===== config.mk =====
export PLATFORM = sky130hd
export DESIGN_NAME = fifo_replacement_key_value_cache
export DESIGN_NICKNAME = d
export VERILOG_FILES = /design/src/design/kvc_pkg.sv /design/src/design/kvc_front.sv /design/src/design/kvc_queue.sv /design/src/design/kvc_back.sv /design/src/design/fifo_replacement_key_value_cache.sv
export SDC_FILE = /design/constraint.sdc
export NUM_CORES = 2
export LEC_CHECK = 0
export BUFFER_PORTS_ARGS = -buffer_cell sky130_fd_sc_hd__clkbuf_2
export CAP_MARGIN = 15
export CORE_ASPECT_RATIO = 1.5
export CORE_UTILIZATION = 42
export DETAILED_ROUTE_END_ITERATION = 10
export GPL_ROUTABILITY_DRIVEN = 0
export PLACE_DENSITY_LB_ADDON = 0.08
export SYNTH_ARGS = -nofsm -noshare
export SYNTH_HDL_FRONTEND = slang
export SYNTH_MEMORY_MAX_BITS = 65536
export SYNTH_SLANG_ARGS = --single-unit

===== constraint.sdc =====
create_clock -name i_clk -period 8.8 [get_ports i_clk]
set_clock_uncertainty 0.05 [all_clocks]
set_input_delay 0.44 -clock i_clk [delete_from_list [all_inputs] [get_ports i_clk]]
set_output_delay 0.44 -clock i_clk [all_outputs]
set_load 0.03 [all_outputs]

===== src/design/kvc_pkg.sv =====
`default_nettype none
// ----------------------------------------------------------------------------
// kvc_pkg
// Shared types and constants of the FIFO-replacement key-value cache.
// ----------------------------------------------------------------------------
package kvc_pkg;

    localparam int KEY_W       = 32;
    localparam int VAL_W       = 32;
    localparam int CAP_W       = 7;
    localparam int ENTRIES_DEF = 64;
    localparam int QUEUE_DEPTH = 2;

    localparam logic [CAP_W-1:0]        CAP_RESET  = 7'd64;
    localparam logic signed [VAL_W-1:0] MISS_VALUE = -32'sd1;

    // opcodes
    localparam logic OP_GET = 1'b0;
    localparam logic OP_PUT = 1'b1;

    typedef struct packed {
        logic                    opcode;
        logic [KEY_W-1:0]        key;
        logic signed [VAL_W-1:0] put_value;
    } t_in_beat;

    typedef struct packed {
        logic                    hit;
        logic signed [VAL_W-1:0] read_value;
        logic                    evicted;
    } t_out_beat;

    // classified command as it travels through the queue
    typedef struct packed {
        logic                    is_put;
        logic [KEY_W-1:0]        key;
        logic signed [VAL_W-1:0] value;
    } t_cmd;

    typedef struct packed {
        logic full;
        logic not_empty;
    } t_q_status;

    typedef struct packed {
        logic             valid;
        logic [CAP_W-1:0] data;
    } t_cfg_wr;

endpackage : kvc_pkg
`default_nettype wire


===== src/design/kvc_front.sv =====
`default_nettype none
// ----------------------------------------------------------------------------
// kvc_front
// Input stage: registers the incoming beat, decodes it and pushes it on.
// ----------------------------------------------------------------------------
module kvc_front
    import kvc_pkg::*;
(
    input  wire logic      i_clk,
    input  wire logic      i_rst_n,
    input  wire logic      i_in_valid,
    output logic           o_in_stall,
    input  wire t_in_beat  i_in_beat,
    input  wire t_q_status i_q,
    output logic           o_push,
    output t_cmd           o_cmd,
    output logic           o_holding
);

    logic     r_hold_valid;
    logic     n_hold_valid;
    t_in_beat r_hold;
    logic     accept;

    assign o_in_stall = r_hold_valid && i_q.full;
    assign accept     = i_in_valid && !o_in_stall;
    assign o_push     = r_hold_valid && !i_q.full;
    assign o_holding  = r_hold_valid;

    always_comb begin
        o_cmd.is_put = (r_hold.opcode == OP_PUT);
        o_cmd.key    = r_hold.key;
        o_cmd.value  = r_hold.put_value;
    end

    always_comb begin
        n_hold_valid = r_hold_valid;
        if (accept) begin
            n_hold_valid = 1'b1;
        end else if (o_push) begin
            n_hold_valid = 1'b0;
        end
    end

    always_ff @(posedge i_clk) begin
        if (!i_rst_n) begin
            r_hold_valid <= 1'b0;
        end else begin
            r_hold_valid <= n_hold_valid;
        end
    end

    always_ff @(posedge i_clk) begin
        if (accept) begin
            r_hold <= i_in_beat;
        end
    end

endmodule : kvc_front
`default_nettype wire


===== src/design/kvc_queue.sv =====
`default_nettype none
// ----------------------------------------------------------------------------
// kvc_queue
// Short command queue between the front and the search engine.
// ----------------------------------------------------------------------------
module kvc_queue
    import kvc_pkg::*;
(
    input  wire logic i_clk,
    input  wire logic i_rst_n,
    input  wire logic i_push,
    input  wire t_cmd i_cmd,
    input  wire logic i_pop,
    output t_q_status o_status,
    output t_cmd      o_cmd
);

    localparam int QAW = (QUEUE_DEPTH > 1) ? $clog2(QUEUE_DEPTH) : 1;

    t_cmd           r_slot [QUEUE_DEPTH];
    logic [QAW:0]   r_wr_ptr;
    logic [QAW:0]   r_rd_ptr;
    logic [QAW:0]   n_wr_ptr;
    logic [QAW:0]   n_rd_ptr;

    assign o_status.full      = (r_wr_ptr[QAW] != r_rd_ptr[QAW]) &&
                                (r_wr_ptr[QAW-1:0] == r_rd_ptr[QAW-1:0]);
    assign o_status.not_empty = (r_wr_ptr != r_rd_ptr);
    assign o_cmd              = r_slot[r_rd_ptr[QAW-1:0]];

    always_comb begin
        n_wr_ptr = r_wr_ptr;
        n_rd_ptr = r_rd_ptr;
        if (i_push) begin
            n_wr_ptr = r_wr_ptr + (QAW+1)'(1);
        end
        if (i_pop) begin
            n_rd_ptr = r_rd_ptr + (QAW+1)'(1);
        end
    end

    always_ff @(posedge i_clk) begin
        if (!i_rst_n) begin
            r_wr_ptr <= '0;
            r_rd_ptr <= '0;
        end else begin
            r_wr_ptr <= n_wr_ptr;
            r_rd_ptr <= n_rd_ptr;
        end
    end

    always_ff @(posedge i_clk) begin
        if (i_push) begin
            r_slot[r_wr_ptr[QAW-1:0]] <= i_cmd;
        end
    end

endmodule : kvc_queue
`default_nettype wire


===== src/design/kvc_back.sv =====
`default_nettype none
// ----------------------------------------------------------------------------
// kvc_back
// Search engine: scans the key memory one slot a cycle, then updates the
// store and loads the result register.
// ----------------------------------------------------------------------------
module kvc_back
    import kvc_pkg::*;
#(
    parameter int ENTRIES = ENTRIES_DEF
)
(
    input  wire logic      i_clk,
    input  wire logic      i_rst_n,
    input  wire t_cfg_wr   i_cfg,
    input  wire t_q_status i_q,
    input  wire t_cmd      i_q_cmd,
    output logic           o_q_pop,
    output logic           o_idle,
    output logic           o_out_valid,
    input  wire logic      i_out_stall,
    output t_out_beat      o_out_beat
);

    localparam int IW = (ENTRIES > 1) ? $clog2(ENTRIES) : 1;
    localparam int CW = $clog2(ENTRIES + 1);

    localparam logic [1:0] S_IDLE   = 2'd0;
    localparam logic [1:0] S_SCAN   = 2'd1;
    localparam logic [1:0] S_FINISH = 2'd2;

    logic [KEY_W-1:0]        r_mem_key [ENTRIES];
    logic signed [VAL_W-1:0] r_mem_val [ENTRIES];

    logic [1:0]              r_state, n_state;
    logic [CAP_W-1:0]        r_capacity, n_capacity;
    logic [CW-1:0]           r_fill, n_fill;
    logic [CW-1:0]           r_ptr, n_ptr;
    logic [CW-1:0]           r_idx, n_idx;
    t_cmd                    r_cmd, n_cmd;
    logic                    r_q_vld, n_q_vld;
    logic                    r_q_last, n_q_last;
    logic [IW-1:0]           r_q_idx, n_q_idx;
    logic [KEY_W-1:0]        r_key_q;
    logic signed [VAL_W-1:0] r_val_q;
    logic                    r_found, n_found;
    logic [IW-1:0]           r_where, n_where;
    logic signed [VAL_W-1:0] r_hit_val, n_hit_val;
    logic                    r_out_valid, n_out_valid;
    t_out_beat               r_out, n_out;

    logic [31:0]             cap_ext;
    logic [31:0]             eff_wide;
    logic [CW-1:0]           eff_cap;
    logic [CW-1:0]           live;
    logic [CW-1:0]           slot;
    logic [CW-1:0]           slot_inc;
    logic [CW-1:0]           slot_next;
    logic                    out_free;
    logic                    issue;
    logic                    match;
    logic                    wr_key_en;
    logic                    wr_val_en;
    logic [IW-1:0]           wr_addr;

    // clamp capacity into 1..ENTRIES
    always_comb begin
        cap_ext = 32'(r_capacity);
        if (cap_ext == 32'd0) begin
            eff_wide = 32'd1;
        end else if (cap_ext > 32'(ENTRIES)) begin
            eff_wide = 32'(ENTRIES);
        end else begin
            eff_wide = cap_ext;
        end
        eff_cap = eff_wide[CW-1:0];
    end

    assign live      = (r_fill > eff_cap) ? eff_cap : r_fill;
    assign slot      = (r_ptr >= eff_cap) ? '0 : r_ptr;
    assign slot_inc  = slot + CW'(1);
    assign slot_next = (slot_inc >= eff_cap) ? '0 : slot_inc;
    assign out_free  = !r_out_valid || !i_out_stall;
    assign issue     = (r_state == S_SCAN) && (r_idx < live);
    assign match     = r_q_vld && (r_key_q == r_cmd.key);

    assign o_idle      = (r_state == S_IDLE);
    assign o_out_valid = r_out_valid;
    assign o_out_beat  = r_out;

    always_comb begin
        n_state     = r_state;
        n_capacity  = r_capacity;
        n_fill      = r_fill;
        n_ptr       = r_ptr;
        n_idx       = r_idx;
        n_cmd       = r_cmd;
        n_q_vld     = r_q_vld;
        n_q_last    = r_q_last;
        n_q_idx     = r_q_idx;
        n_found     = r_found;
        n_where     = r_where;
        n_hit_val   = r_hit_val;
        n_out_valid = r_out_valid;
        n_out       = r_out;
        o_q_pop     = 1'b0;
        wr_key_en   = 1'b0;
        wr_val_en   = 1'b0;
        wr_addr     = r_where;

        // drop the result once taken
        if (r_out_valid && !i_out_stall) begin
            n_out_valid = 1'b0;
        end

        case (r_state)
            S_IDLE: begin
                if (i_q.not_empty) begin
                    o_q_pop = 1'b1;
                    n_cmd   = i_q_cmd;
                    n_idx   = '0;
                    n_q_vld = 1'b0;
                    n_found = 1'b0;
                    n_state = (live == '0) ? S_FINISH : S_SCAN;
                end
            end
            S_SCAN: begin
                n_q_vld = issue;
                if (issue) begin
                    n_idx    = r_idx + CW'(1);
                    n_q_idx  = r_idx[IW-1:0];
                    n_q_last = ((r_idx + CW'(1)) == live);
                end
                if (match) begin
                    n_found   = 1'b1;
                    n_where   = r_q_idx;
                    n_hit_val = r_val_q;
                    n_q_vld   = 1'b0;
                    n_state   = S_FINISH;
                end else if (r_q_vld && r_q_last) begin
                    n_q_vld = 1'b0;
                    n_state = S_FINISH;
                end
            end
            S_FINISH: begin
                if (out_free) begin
                    n_out_valid      = 1'b1;
                    n_state          = S_IDLE;
                    n_out.hit        = r_found;
                    n_out.read_value = '0;
                    n_out.evicted    = 1'b0;
                    if (!r_cmd.is_put) begin
                        n_out.read_value = r_found ? r_hit_val : MISS_VALUE;
                    end else if (r_found) begin
                        // update in place, age unchanged
                        wr_val_en = 1'b1;
                        wr_addr   = r_where;
                    end else begin
                        wr_key_en = 1'b1;
                        wr_val_en = 1'b1;
                        wr_addr   = slot[IW-1:0];
                        n_ptr     = slot_next;
                        if (live >= eff_cap) begin
                            n_out.evicted = 1'b1;
                            n_fill        = live;
                        end else begin
                            n_fill = live + CW'(1);
                        end
                    end
                end
            end
            default: begin
                n_state = S_IDLE;
            end
        endcase

        // capacity write empties the store
        if (i_cfg.valid) begin
            n_capacity = i_cfg.data;
            n_fill     = '0;
            n_ptr      = '0;
        end
    end

    always_ff @(posedge i_clk) begin
        if (!i_rst_n) begin
            r_state     <= S_IDLE;
            r_capacity  <= CAP_RESET;
            r_fill      <= '0;
            r_ptr       <= '0;
            r_q_vld     <= 1'b0;
            r_out_valid <= 1'b0;
        end else begin
            r_state     <= n_state;
            r_capacity  <= n_capacity;
            r_fill      <= n_fill;
            r_ptr       <= n_ptr;
            r_q_vld     <= n_q_vld;
            r_out_valid <= n_out_valid;
        end
    end

    always_ff @(posedge i_clk) begin
        r_idx     <= n_idx;
        r_cmd     <= n_cmd;
        r_q_last  <= n_q_last;
        r_q_idx   <= n_q_idx;
        r_found   <= n_found;
        r_where   <= n_where;
        r_hit_val <= n_hit_val;
        r_out     <= n_out;
    end

    always_ff @(posedge i_clk) begin
        if (issue) begin
            r_key_q <= r_mem_key[r_idx[IW-1:0]];
            r_val_q <= r_mem_val[r_idx[IW-1:0]];
        end
        if (wr_key_en) begin
            r_mem_key[wr_addr] <= r_cmd.key;
        end
        if (wr_val_en) begin
            r_mem_val[wr_addr] <= r_cmd.value;
        end
    end

`ifndef SYNTHESIS
    a_fill_in_cap: assert property (@(posedge i_clk) disable iff (!i_rst_n)
        r_fill <= eff_cap)
        else $error("fill count exceeds capacity");

    a_ptr_in_cap: assert property (@(posedge i_clk) disable iff (!i_rst_n)
        r_ptr < eff_cap)
        else $error("insert pointer outside capacity");

    a_cmp_live: assert property (@(posedge i_clk) disable iff (!i_rst_n)
        r_q_vld |-> (CW'(r_q_idx) < live))
        else $error("compare of a slot that is not live");

    a_evict_miss: assert property (@(posedge i_clk) disable iff (!i_rst_n)
        (r_out_valid && r_out.evicted) |-> !r_out.hit)
        else $error("eviction reported on a hit");
`endif

endmodule : kvc_back
`default_nettype wire


===== src/design/fifo_replacement_key_value_cache.sv =====
`default_nettype none
// ----------------------------------------------------------------------------
// fifo_replacement_key_value_cache
// Fully associative key-value store with first-in-first-out replacement.
// ----------------------------------------------------------------------------
//
//   channel   handshake            payload          direction
//   -------   ------------------   --------------   ---------
//   in        i_in_valid/o_in_stall   i_in_beat     get/put beat into block
//   out       o_out_valid/i_out_stall o_out_beat    one result beat per input
//   cfg       i_cfg_valid/o_cfg_ready i_cfg_data    capacity register write
//
// A beat holds the search engine for a scan of all live entries on a miss (no
// scan on an empty store) or up to slot k on a hit in slot k, live being the stored
// entries; the scan reads the key memory read port one slot per cycle.
// The front register and the two-deep queue take up to three beats ahead of
// the engine, so the input side keeps moving while a result waits on a stall.
// Reset is synchronous and empties the store; the memories keep no reset.
// ----------------------------------------------------------------------------
module fifo_replacement_key_value_cache
    import kvc_pkg::*;
#(
    parameter int ENTRIES = ENTRIES_DEF
)
(
    input  wire logic             i_clk,
    input  wire logic             i_rst_n,
    input  wire logic             i_in_valid,
    output logic                  o_in_stall,
    input  wire t_in_beat         i_in_beat,
    output logic                  o_out_valid,
    input  wire logic             i_out_stall,
    output t_out_beat             o_out_beat,
    input  wire logic             i_cfg_valid,
    output logic                  o_cfg_ready,
    input  wire logic [CAP_W-1:0] i_cfg_data
);

    t_q_status q_status;
    t_cmd      front_cmd;
    t_cmd      queue_cmd;
    t_cfg_wr   cfg_wr;
    logic      push;
    logic      pop;
    logic      front_holding;
    logic      back_idle;

    // take config only with no beat anywhere in flight
    assign o_cfg_ready  = back_idle && !q_status.not_empty && !front_holding;
    assign cfg_wr.valid = i_cfg_valid && o_cfg_ready;
    assign cfg_wr.data  = i_cfg_data;

    // accept and decode
    kvc_front u_front (
        .i_clk      (i_clk),
        .i_rst_n    (i_rst_n),
        .i_in_valid (i_in_valid),
        .o_in_stall (o_in_stall),
        .i_in_beat  (i_in_beat),
        .i_q        (q_status),
        .o_push     (push),
        .o_cmd      (front_cmd),
        .o_holding  (front_holding)
    );

    // decouple front from the search engine
    kvc_queue u_queue (
        .i_clk    (i_clk),
        .i_rst_n  (i_rst_n),
        .i_push   (push),
        .i_cmd    (front_cmd),
        .i_pop    (pop),
        .o_status (q_status),
        .o_cmd    (queue_cmd)
    );

    // scan, update store, hold result
    kvc_back #(
        .ENTRIES (ENTRIES)
    ) u_back (
        .i_clk       (i_clk),
        .i_rst_n     (i_rst_n),
        .i_cfg       (cfg_wr),
        .i_q         (q_status),
        .i_q_cmd     (queue_cmd),
        .o_q_pop     (pop),
        .o_idle      (back_idle),
        .o_out_valid (o_out_valid),
        .i_out_stall (i_out_stall),
        .o_out_beat  (o_out_beat)
    );

endmodule : fifo_replacement_key_value_cache
`default_nettype wire

# == Word level (Yosys, flattened, before mapping) ==
# Memory sizes are Yosys's and may differ from the RTL's. A register that Yosys moved wholly into a read port is not among the register bits.
# Index checks and enable logic that the tools add are counted.
# totals
ff_bits,182
ramBits,4226
output_inout_bits,37
mem_count,3
word_cells,131
input_bits,77
# op_classes
n_reduce_logical,34
n_mux,47
n_bitwise,3
n_eq_ne,12
n_lt_le_gt_ge,6
add_sub_neg,5
# memory_table
memory,words,word_bits,rd,rd_clocked_by_memory_dff,write_ports,line,source
u_back.r_mem_key,64,32,1,1,1,kvc_back.sv:32,logic [KEY_W-1:0] r_mem_key [ENTRIES];
u_back.r_mem_val,64,32,1,1,1,kvc_back.sv:33,logic signed [VAL_W-1:0] r_mem_val [ENTRIES];
u_queue.r_slot,2,65,1,1,1,kvc_queue.sv:20,t_cmd r_slot [QUEUE_DEPTH];
# op_table
cell,n
$mux 7,8
$eq 32x32->1,1
$mux 32,1
$mux 1,25
$mux 6,4
$add 7x1->7 const B,3
$ge 7x7->1,3
$logic_not 7->1,2
$pmux 7 s2,1
$logic_and 1x1->1,11
$mux 2,5
$reduce_and 2->1,5
$reduce_and 3->1,3
$eq 7x7->1,1
$gt 7x7->1,1
$gt 7x7->1 const B,1
$lt 7x7->1,1
$logic_not 1->1,6
$ne 2x1->1 const B,3
$pmux 2 s3,1
$add 2x1->2 const B,2
$pmux 1 s2,2
$reduce_and 4->1,1
$reduce_bool 2->1,2
11 further kinds,14

# == Longest topological paths before layout ==
# depth
depth_word,10
mapped_depth,20
ltp_nobuf,19

# == By module ==
# Synthesis repeated with hierarchy kept, for this count alone.
# unflattened
cells_unflattened,6915
hier_area_um2,172291.5
# modules_own_cells
mod,seq_area_each_um2,cells_per_inst,area_per_inst_um2,instances
kvc_back,129984.7,6618,165157.1,1
kvc_queue,4003.8,225,5112.4,1
kvc_front,1971.9,70,2001.9,1
fifo_replacement_key_value_cache,0.0,2,20.0,1

# == Worst setup path after synthesis ==
# OpenSTA, ideal clock, no wires.
# synth_timing
path_kind,register -> register
start,reg u_back.r_capacity[6]
end,"reg u_back.r_idx[0], enable pin"
setup_ns,0.321
required_ns,8.429
slack_ns,1.179
period_less_slack_ns,7.621
arrival_time_ns,7.251
stages_incl_launch_ff,16
path_buffers,0
path_cell_list,dfxtp_1 > nor2b_1 > inv_1 > ha_1 > a21oi_1 > a21oi_2 > o32ai_4 > mux2_2 > ha_1 > nor2b_1 > o21a_1 > o21a_1 > o21ai_0 > nand2b_1 > a31oi_1 > or2_2
# synth_via
elab_chain_len,9
word_cells_on_any_way,10
classes_between,order compare: 3; eq/ne: 1; mux: 3; reduce/logical: 3
# synth_rtl
item,line,source
from (decl),kvc_back.sv:36,"logic [CAP_W-1:0] r_capacity, n_capacity;"
from (signal assigned),kvc_back.sv:195,r_capacity <= n_capacity;
$gt 7x7->1,kvc_back.sv:71,end else if (cap_ext > 32'(ENTRIES)) begin
$mux 7,kvc_back.sv:71,
$mux 7 *,kvc_back.sv:69,if (cap_ext == 32'd0) begin
$gt 7x7->1,kvc_back.sv:79,assign live = (r_fill > eff_cap) ? eff_cap : r_fill;
$mux 7 *,kvc_back.sv:79,
$lt 7x7->1 *,kvc_back.sv:84,assign issue = (r_state == S_SCAN) && (r_idx < live);
$logic_and 1x1->1 *,kvc_back.sv:84,
via u_back.issue,kvc_back.sv:60,logic issue;
$ne 2x1->1 (no source line) *,--,
$reduce_and 3->1 (no source line) *,--,
to (signal assigned),kvc_back.sv:204,r_idx <= n_idx;
to (decl),kvc_back.sv:39,"logic [CW-1:0] r_idx, n_idx;"
# The timed path passes the listed nets; every way through them passes the cells marked *.
# A chain may end at the register's enable or synchronous reset.

# == Worst setup path in the final report ==
# layout_timing
start,reg u_back.r_capacity[6]
end,reg u_back.r_fill[5]
# layout_via
elab_chain_len,7
word_cells_on_any_way,9
classes_between,add/sub: 1; order compare: 3; mux: 4; reduce/logical: 1
# layout_rtl
item,line,source
$gt 7x7->1,kvc_back.sv:71,
$mux 7,kvc_back.sv:71,
$mux 7 *,kvc_back.sv:69,
$gt 7x7->1,kvc_back.sv:79,
$mux 7,kvc_back.sv:79,
$add 7x1->7 or $ge 7x7->1 (tied branches),"kvc_back.sv:167, kvc_back.sv:163",
$mux 7 *,kvc_back.sv:163,if (live >= eff_cap) begin
to (signal assigned),kvc_back.sv:196,r_fill <= n_fill;
to (decl),kvc_back.sv:37,"logic [CW-1:0] r_fill, n_fill;"
# Every way passes the cells marked *; elsewhere a longest branch is shown, timed or not.

==> impl_metrics.toml <==
[yosys]
synthFlopType = "edfxtp_1"
ys_top_cells_by_area = "edfxtp_1, mux4_2, clkbuf_1"
yosys.area.top_type = "edfxtp_1"
ys_ff_latch = 4537
yosysWarnings = 0
synth.most_common_cell = "edfxtp_1"
netlist_instances = 6884
syn-num-nets = 7000
yosys.area.top_type_share = 0.787
synth_common_cells = "edfxtp_1, mux4_2, clkbuf_1"
yosysUniqueCellTypes = 59
synth_edf_count = 4507
ys_seq_area_frac = 0.790
async_reset_ff_frac = 0
mappedNetlistArea_um2 = 172000
avgSynthCellArea_um2 = 25.0

[setup_path]
required_ps = 9660
slowest_delay_ps = 760
r2r-end = "u_back.r_fill[5]$_SDFFE_PP0P_"
cp-end-kind = "register"
regToRegSetupSlack_ps = 3360
cp_top_family = "compound AO/OA/AOI/OAI gates"
cp.depth = 16
cp-start-kind = "register"
timing.rr.start = "u_back.r_capacity[6]$_SDFFE_PN1P_"
cp.arrival_ps = 6300
crit_type = "reg -> reg"
critical_path_buf_inv_count = 2
worstPathMaxFanout = 10
path_cells = "nor2b_1 -> inv_1 -> ha_1 -> a21oi_1 -> a21oi_2 -> o32ai_4 -> mux2i_1 -> inv_1 -> ha_1 -> a21o_1 -> a31oi_1 -> o21ai_0 -> a31oi_1 -> o211ai_1 -> o21a_1 -> o31ai_1"
endpoint = "u_back.r_fill[5]$_SDFFE_PP0P_"
crit_path_start = "u_back.r_capacity[6]$_SDFFE_PN1P_"
ff2ff_path_depth = 16
cp_slowest_cell = "a31oi_1"

[clocking]
cts.sinks = 4537
cts_tree = "built"
htree_levels = 5
numCtsBuffers = 436
root_buffer = "clkbuf_16"
clk_latency_ps = 1010
clkTransAtPathRegs_ps = 70
clock_path_buffers = 4

[sta]
slew_viol_final = 0
fin_setup_tns_ps = 0
setup_ws_ps = 3360
setup_viol_count_final = 0
final-hold-violation-count = 0
rsz0062_at_grt = "no"
slew_headroom = 0.155
worstMarginPinSlew_ps = 1270
fin_crit_sh = 0.619
post-route-min-period_ps = 5440
clock.fmax_ghz = 0.184

[route]
vias = 76300
first_pass_iters = 5
wl_um = 470000
drc = 0
drt_iter0_drc = 6858
routed_via_density = 5.79
postRouteAntennaNets = 0
wl_per_cell_um = 35.7

[placement]
dp_hpwl_um = 279000
port_buffers = 113
post-place-ws_ps = 3140

[finish]
area_growth_pct = 14.0
layout-drive-gt1-share = 0.331
fillCellCount = 32600
nNetsFinal = 7572

[floorplan]
io_pins = 114
fp.coreArea_um2 = 408000
die_area_um2 = 412000
rows = 287
die_h_um = 786
start_util = 0.422
die-width_um = 525

[pwr]
powerDensity_nw_per_um2 = 323
peakVddDrop_uv = 347
leakage_nw = 60.0

[grt]
grtUsageTotal = 0.229
grt_pass1_vias = 81600
grt_overflow_total = 0
grt_pass1_wl_um = 655000
grt_max_degree = 114
antenna_found_initial = 33

[status]
status = "completed"

[job]
max-cap-violations = 0

[min_path]
hold_path_class = "in -> reg"
[layer usage]
metal  global-route usage  wire [µm]  vias to the layer above
li1                     -          -                    31000
met1                0.268     173000                    42700
met2                0.432     262000                     1906
met3               0.0255      18000                      610
met4               0.0781      17500                        2
met5                    0         12                        -
[cells by family after synthesis]
kind of cell / synth area share
xor gates and xnor gates: 0.00275
adders and majority gates: 0.00284
DFF: 0.790
muxes: 0.181
and+or+nand+nor: 0.00867
AOI/OAI and AO/OA: 0.00478
buffers and inverters: 0.00966
[state kept, by name, summed over array words and instances, names as in the netlist, 6 cells and up]
signal,count
u_back.r_cmd,65
u_back.r_q_idx,6
u_back.o_out_beat,34
u_back.r_mem_key,2048
u_front.o_cmd,65
u_back.r_key_q,32
u_back.r_idx,7
u_back.r_fill,7
u_back.r_ptr,7
u_back.r_val_q,32
u_back.r_hit_val,32
u_back.r_where,6
u_back.r_capacity,7
u_queue.r_slot,130
u_back.r_mem_val,2048
[cells in the final DEF, fill, tap and decap left out, drive strengths merged, types with 3 or more instances in the layout]
cell / n
mux2i: 12
a31oi: 3
mux2: 69
mux4: 1344
bufinv: 47
nor4: 29
dfxtp: 30
nor2: 50
o21ai: 18
o21a: 7
nand2b: 10
xor2: 14
clkinv: 181
nor3: 99
nand3b: 3
a211oi: 3
o31ai: 5
clkbuf: 649
nand4: 9
a21oi: 54
o211ai: 8
a2111oi: 3
and2: 6
ha: 39
edfxtp: 4507
or2: 3
and3: 13
a21o: 6
nor2b: 7
xnor2: 40
buf: 297
or3: 3
nand3: 14
diode: 14
dlygate4sd3: 77
nand2: 40
inv: 72
clkinvlp: 16
[what timing repair did]
item / CTS / global route
setup endpoints to repair: 0 / 0
hold buffers: 77 / 0
resized for setup: 0 / 0
endpoints found under the hold margin: 82 / 0
buffers inserted: 0 / 0
[worst min path at each step]
| stage | startpoint | end | slack (ps) | depth (start not counted) |
|---|---|---|---|---|
| 3_5_place_dp | u_back.r_q_idx[0]$_DFFE_PP_ | u_back.r_where[0]$_DFFE_PP_ | 350 | 0 |
| 6_report | i_in_beat[0] | u_front.o_cmd[0]$_DFFE_PP_ | 100 | 2 |
| 4_1_cts | i_in_beat[11] | u_front.o_cmd[11]$_DFFE_PP_ | 0.4 | 2 |
| 2_1_floorplan | u_back.r_val_q[0]$_DFFE_PP_ | u_back.r_hit_val[0]$_DFFE_PP_ | 350 | 0 |
| 3_3_place_gp | u_back.r_q_idx[0]$_DFFE_PP_ | u_back.r_where[0]$_DFFE_PP_ | 350 | 0 |
| 5_1_grt | i_in_beat[13] | u_front.o_cmd[13]$_DFFE_PP_ | 50 | 2 |
[where the power goes]
group | total [W] | internal [W] | switching, W
Clock | 0.0188 | 0.0106 | 0.00812
Sequential | 0.0271 | 0.0268 | 0.000313
Combinational | 0.0174 | 0.00672 | 0.0107
[through the flow]
stage | area, µm² | hold slack [ps] | cells | total power (W) | util
after floorplan | 172000 | 350 | 6884 | 0.0381 | -
after global placement | 181000 | 353 | 12300 | 0.0453 | 0.444
after detailed placement | 181000 | 355 | 12300 | 0.0455 | 0.444
after CTS | 196000 | 0.445 | 13200 | 0.0643 | 0.481
after global routing | 196000 | 51.2 | 13200 | 0.0654 | 0.481
final | 196000 | 98.3 | 13200 | 0.0633 | 0.481
[area by class of cell]
class,instances,area (µm²),area share
Timing Repair Buffer,487,3780,0.0193
Antenna cell,14,35.0,0.000179
Multi-Input combinational cell,1937,35300,0.180
Sequential cell,4537,136000,0.693
Clock inverter,259,2640,0.0135
Tap cell,5346,6690,0.0341
Clock buffer,536,11500,0.0586
Inverter,57,214,0.00109
Power figures use the tool's default switching activity.
